===== src/sv/p1305_pkg.sv =====
// shared types, constants and command codes of the poly1305 mac
package p1305_pkg;

    // config port
    localparam int CFG_INDEX_W_DEF = 8;
    localparam logic [1:0] REG_R_KEY_LOW    = 2'd0;
    localparam logic [1:0] REG_R_KEY_HIGH   = 2'd1;
    localparam logic [1:0] REG_PAD_KEY_LOW  = 2'd2;
    localparam logic [1:0] REG_PAD_KEY_HIGH = 2'd3;

    // stream widths
    localparam int IN_TDATA_W  = 136;
    localparam int OUT_TDATA_W = 128;

    // limb masks and key clamps
    localparam logic [63:0] MASK44  = 64'h0000_0fff_ffff_ffff;
    localparam logic [63:0] MASK42  = 64'h0000_03ff_ffff_ffff;
    localparam logic [63:0] CLAMP0  = 64'h0000_0ffc_0fff_ffff;
    localparam logic [63:0] CLAMP1  = 64'h0000_0fff_ffc0_ffff;
    localparam logic [63:0] CLAMP2  = 64'h0000_000f_ffff_fc0f;
    localparam logic [63:0] TOP_BIT = 64'h0000_0100_0000_0000;
    localparam logic [63:0] FIN_SUB = 64'h0000_0400_0000_0000;

    // multiply schedule: three sums of three limb products, four quarters each
    localparam int MUL_TERMS = 3;
    localparam int MUL_PARTS = 4;

    typedef logic [4:0] op_t;

    localparam op_t OP_NONE   = 5'd0;
    localparam op_t OP_ABSORB = 5'd1;
    localparam op_t OP_MUL    = 5'd2;
    localparam op_t OP_RED0   = 5'd3;
    localparam op_t OP_RED1   = 5'd4;
    localparam op_t OP_RED2   = 5'd5;
    localparam op_t OP_RED3   = 5'd6;
    localparam op_t OP_FIN0   = 5'd7;
    localparam op_t OP_FIN1   = 5'd8;
    localparam op_t OP_FIN2   = 5'd9;
    localparam op_t OP_FIN3   = 5'd10;
    localparam op_t OP_FIN4   = 5'd11;
    localparam op_t OP_FIN5   = 5'd12;
    localparam op_t OP_FIN6   = 5'd13;
    localparam op_t OP_FIN7   = 5'd14;
    localparam op_t OP_FIN8   = 5'd15;
    localparam op_t OP_EMIT   = 5'd16;

    typedef struct packed {
        op_t        op;
        logic [1:0] dsel;   // which product sum
        logic [1:0] hsel;   // which accumulator limb
        logic [1:0] part;   // quarter: bit 1 picks limb half, bit 0 key half
    } cmd_t;

    typedef struct packed {
        logic blk_empty;
        logic blk_last;
        logic out_busy;
    } status_t;

endpackage


===== src/sv/p1305_ctrl.sv =====
// sequencer of the poly1305 mac: absorb, multiply, reduce, finish
module p1305_ctrl
    import p1305_pkg::*;
(
    input  logic    clk,
    input  logic    rst_n,
    input  logic    s_tvalid,
    output logic    s_tready,
    input  status_t sts,
    output cmd_t    cmd
);

    localparam logic [4:0] ST_IDLE   = 5'd0;
    localparam logic [4:0] ST_ABSORB = 5'd1;
    localparam logic [4:0] ST_MUL    = 5'd2;
    localparam logic [4:0] ST_DRAIN  = 5'd3;
    localparam logic [4:0] ST_RED0   = 5'd4;
    localparam logic [4:0] ST_RED1   = 5'd5;
    localparam logic [4:0] ST_RED2   = 5'd6;
    localparam logic [4:0] ST_RED3   = 5'd7;
    localparam logic [4:0] ST_FIN0   = 5'd8;
    localparam logic [4:0] ST_FIN1   = 5'd9;
    localparam logic [4:0] ST_FIN2   = 5'd10;
    localparam logic [4:0] ST_FIN3   = 5'd11;
    localparam logic [4:0] ST_FIN4   = 5'd12;
    localparam logic [4:0] ST_FIN5   = 5'd13;
    localparam logic [4:0] ST_FIN6   = 5'd14;
    localparam logic [4:0] ST_FIN7   = 5'd15;
    localparam logic [4:0] ST_FIN8   = 5'd16;
    localparam logic [4:0] ST_EMIT   = 5'd17;

    localparam logic [1:0] LAST_PART = 2'(MUL_PARTS - 1);
    localparam logic [1:0] LAST_TERM = 2'(MUL_TERMS - 1);

    logic [4:0] state_reg, state_next;
    logic [1:0] dsel_reg, dsel_next;
    logic [1:0] hsel_reg, hsel_next;
    logic [1:0] part_reg, part_next;

    always_ff @(posedge clk or negedge rst_n)
    begin
        if (!rst_n)
        begin
            state_reg <= ST_IDLE;
            dsel_reg  <= '0;
            hsel_reg  <= '0;
            part_reg  <= '0;
        end
        else
        begin
            state_reg <= state_next;
            dsel_reg  <= dsel_next;
            hsel_reg  <= hsel_next;
            part_reg  <= part_next;
        end
    end

    always_comb
    begin
        state_next = state_reg;
        dsel_next  = dsel_reg;
        hsel_next  = hsel_reg;
        part_next  = part_reg;
        cmd.op     = OP_NONE;
        cmd.dsel   = dsel_reg;
        cmd.hsel   = hsel_reg;
        cmd.part   = part_reg;
        case (state_reg)
            ST_IDLE:
            begin
                if (s_tvalid)
                begin
                    state_next = ST_ABSORB;
                end
            end
            ST_ABSORB:
            begin
                cmd.op    = OP_ABSORB;
                dsel_next = '0;
                hsel_next = '0;
                part_next = '0;
                if (!sts.blk_empty)
                begin
                    state_next = ST_MUL;
                end
                else if (sts.blk_last)
                begin
                    state_next = ST_FIN0;
                end
                else
                begin
                    state_next = ST_IDLE;
                end
            end
            ST_MUL:
            begin
                cmd.op    = OP_MUL;
                part_next = part_reg + 2'd1;
                if (part_reg == LAST_PART)
                begin
                    part_next = '0;
                    hsel_next = hsel_reg + 2'd1;
                    if (hsel_reg == LAST_TERM)
                    begin
                        hsel_next = '0;
                        dsel_next = dsel_reg + 2'd1;
                        if (dsel_reg == LAST_TERM)
                        begin
                            dsel_next  = '0;
                            state_next = ST_DRAIN;
                        end
                    end
                end
            end
            // last product still in flight
            ST_DRAIN: state_next = ST_RED0;
            ST_RED0:
            begin
                cmd.op     = OP_RED0;
                state_next = ST_RED1;
            end
            ST_RED1:
            begin
                cmd.op     = OP_RED1;
                state_next = ST_RED2;
            end
            ST_RED2:
            begin
                cmd.op     = OP_RED2;
                state_next = ST_RED3;
            end
            ST_RED3:
            begin
                cmd.op     = OP_RED3;
                state_next = sts.blk_last ? ST_FIN0 : ST_IDLE;
            end
            ST_FIN0:
            begin
                cmd.op     = OP_FIN0;
                state_next = ST_FIN1;
            end
            ST_FIN1:
            begin
                cmd.op     = OP_FIN1;
                state_next = ST_FIN2;
            end
            ST_FIN2:
            begin
                cmd.op     = OP_FIN2;
                state_next = ST_FIN3;
            end
            ST_FIN3:
            begin
                cmd.op     = OP_FIN3;
                state_next = ST_FIN4;
            end
            ST_FIN4:
            begin
                cmd.op     = OP_FIN4;
                state_next = ST_FIN5;
            end
            ST_FIN5:
            begin
                cmd.op     = OP_FIN5;
                state_next = ST_FIN6;
            end
            ST_FIN6:
            begin
                cmd.op     = OP_FIN6;
                state_next = ST_FIN7;
            end
            ST_FIN7:
            begin
                cmd.op     = OP_FIN7;
                state_next = ST_FIN8;
            end
            ST_FIN8:
            begin
                cmd.op     = OP_FIN8;
                state_next = ST_EMIT;
            end
            ST_EMIT:
            begin
                // wait for room in the output register
                if (!sts.out_busy)
                begin
                    cmd.op     = OP_EMIT;
                    state_next = ST_IDLE;
                end
            end
            default: state_next = ST_IDLE;
        endcase
    end

    assign s_tready = (state_reg == ST_IDLE);

endmodule


===== config.mk =====
export PLATFORM = sky130hd
export DESIGN_NAME = p1305_ctrl
export DESIGN_NICKNAME = d
export VERILOG_FILES = /design/src/sv/p1305_pkg.sv /design/src/sv/p1305_ctrl.sv
export SDC_FILE = /design/constraint.sdc
export NUM_CORES = 1
export LEC_CHECK = 0
export BUFFER_PORTS_ARGS = -buffer_cell sky130_fd_sc_hd__buf_2
export CORE_AREA = 5 5 44 46
export CTS_CLUSTER_DIAMETER = 80
export DETAILED_ROUTE_END_ITERATION = 16
export DIE_AREA = 0 0 49 51
export MAX_ROUTING_LAYER = met4
export PLACE_DENSITY = 0.85
export SETUP_SLACK_MARGIN = 0.05
export SYNTH_ARGS = -nofsm -noshare
export SYNTH_HDL_FRONTEND = slang
export SYNTH_SLANG_ARGS = --single-unit

===== constraint.sdc =====
create_clock -name clk -period 3.3 [get_ports clk]
set_input_delay 0.33 -clock clk [delete_from_list [all_inputs] [get_ports clk]]
set_output_delay 0.33 -clock clk [all_outputs]
set_load 0.05 [all_outputs]

==> run summary <==
Netlist cell types: 34
Antenna violations before repair: 0
CTS tree: yes
Hold Vio Cnt, Final: 0
CTS root buffer: clkbuf_4
Fmax: 460 MHz
Post-Syn Area: 766 µm²
Chip width: 49 µm
1st-iter DRT viols: 7
Seq cells post-synth: 11
Final setup TNS: 0 ps
Nets@finish: 115
Vias/cell: 5.93
CP Max Fanout: 17
CTS resizes: 0
Port bufs: 17
GR Overflow Total: 0
Sequential fraction of the synthesis area: 0.359
Reg2Reg Setup Slack: 1560 ps
First-pass GRT wire length: 2830 µm
Clock skew: 7.54 ps
Mean post-synth cell area: 8.32 µm²
DRT antenna net count: 0
Outcome: completed
Clock Sinks: 11
Fin. max-slew vios: 0
Post-Synthesis Cells: 92
TritonCTS Buffers: 3
Fraction of registers with async set/reset: 1.00
Clk pin slew, worst setup/hold paths: 80 ps
Slew @ Worst Pin: 667 ps
Fin crit share: 0.659
WL final: 1780 µm
Post-DP HPWL: 1300 µm
Crit path kind: reg -> out
Final setup vio count: 0
Std cell rows: 14
Slew HR: 0.555
DIE HEIGHT: 51 µm
Post-CTS Hold Buffers: 1
Routed via count: 729
Layout cells sized above 1: 0.206
Post-CTS Setup Bufs: 0
Number of flops mapped to enable cells by yosys: 0
DRT Pass-1 Iters: 4
Die footprint: 2500 µm²
Slowest CP cell: dfrtp_1
Largest register FFs: 5
Clk buf depth: 2
Core box area: 1470 µm²
RePlAce Congestion: 0.800
Starting Density: 0.520
Crit path arrival time: 1840 ps
H-tree levels: 1
Worst-Skew Late Latency: 270 ps
Post-route DRC: 0
Max stage delay on crit path: 650 ps
RSZ-0062 raised after global routing: false
Final worst path period need: 2170 ps
Crit path cell chain: inv_1 > o21a_1 > o31ai_1 > buf_2
Area Overhead vs Synth: 15.0%
Crit path buf inv count: 2
GRT Total Usage: 0.146
Max Cap Violations: 0
Crit path max-delay family: flip-flops
Ys flop type: dfrtp_1
Worst setup SP type: flip-flop
N_diodes: 0
Worst hold-check path type: in -> reg
Drt wl/cell: 14.5 µm
Synth warn: 0
Fillers: 142
Largest net degree at the start of global routing: 25
Crit end category: output pin
Ports: 18
Vias in the first global route: 637
Post-Syn Nets: 99
Critical path required time: 2970 ps
## tightest hold or removal path: cells and delay by family
family                 cells  cell delay (ps)
buffers and inverters      1              110
and+or+nand+nor            1               60
AOI/OAI and AO/OA          1               50
## cell type report
cell class                      instances  area, µm²  share of cell area
Tap cell                               16       20.0              0.0227
Timing Repair Buffer                   18       95.1               0.108
Sequential cell                        11        275               0.312
Inverter                                5       18.8              0.0213
Multi-Input combinational cell         69        445               0.506
Clock buffer                            4       26.3              0.0298
## cell usage after synthesis (3+ instances only)
| cell type | number | share of area |
|---|---|---|
| dfrtp_1 | 11 | 0.36 |
| nor3_1 | 8 | 0.052 |
| clkbuf_1 | 6 | 0.029 |
| nand2_1 | 6 | 0.029 |
| o21ai_0 | 6 | 0.039 |
| inv_1 | 5 | 0.025 |
| nand3_1 | 5 | 0.033 |
| nor2_1 | 5 | 0.025 |
| a21oi_1 | 4 | 0.026 |
| nand2b_1 | 3 | 0.025 |
| o21a_1 | 3 | 0.029 |
| o22ai_1 | 3 | 0.025 |
| o2bb2ai_1 | 3 | 0.034 |
## cells by family after synthesis
logic type	count (synthesis)	synth area share
buffers and inverters	12	0.0588
AO/OA/AOI/OAI	30	0.278
adder cells (fa/ha/maj)	1	0.0163
flip-flops	11	0.359
multiplexers	1	0.0131
AND/OR/NAND/NOR	35	0.252
XOR/XNOR	2	0.0229
## metrics by stage
stage	std cells	utilization	cell area (µm²)	setup WS, ps	hold WS, ps
2_1_floorplan	92	-	766	880	34.4
3_3_place_gp	118	0.574	845	1490	216
3_5_place_dp	118	0.574	845	1440	215
4_1_cts	123	0.599	881	1140	321
5_1_grt	123	0.599	881	975	355
6_report	123	0.599	881	1130	323
## routing by layer
layer / GRT usage / share of wire / up-vias
li1: - / - / 368
met1: 0.188 / 0.46 / 342
met2: 0.220 / 0.48 / 17
met3: 0.0291 / 0.043 / 2
met4: 0.0717 / 0.011 / 0
met5: - / 0 / -
## cell usage in the layout (no fill, tap or decap), types with 2 or more instances in the layout
| cell | netlist | routed |
|---|---|---|
| nor2_1 | 5 | 5 |
| inv_1 | 5 | 5 |
| xor2_1 | 2 | 2 |
| o2bb2ai_1 | 3 | 3 |
| o31ai_1 | 2 | 2 |
| nand2b_1 | 3 | 3 |
| clkbuf_4 | 0 | 3 |
| o21a_1 | 3 | 3 |
| buf_2 | 0 | 17 |
| dfrtp_1 | 11 | 11 |
| nor3_1 | 8 | 8 |
| o22ai_1 | 3 | 3 |
| nand3_1 | 5 | 5 |
| nand2_1 | 6 | 6 |
| a21oi_1 | 4 | 4 |
| a22oi_1 | 2 | 2 |
| o21ai_0 | 6 | 6 |
## path summary, 6_finish.rpt
kind	from	endpoint	depth (start not counted)
max	state_reg[1]$_DFFE_PN0P_	cmd[7]	4
min	sts[0]	state_reg[0]$_DFFE_PN0P_	3
max reg2reg	state_reg[4]$_DFFE_PN0P_	dsel_reg[0]$_DFFE_PN0P_	3
min reg2reg	part_reg[1]$_DFFE_PN0P_	part_reg[1]$_DFFE_PN0P_	1
max in group asynchronous	rst_n	part_reg[0]$_DFFE_PN0P_	2
min in group asynchronous	rst_n	dsel_reg[0]$_DFFE_PN0P_	2
Power is not shown: default switching activity piles up to over one toggle a cycle in this logic, so the estimate is an artifact.
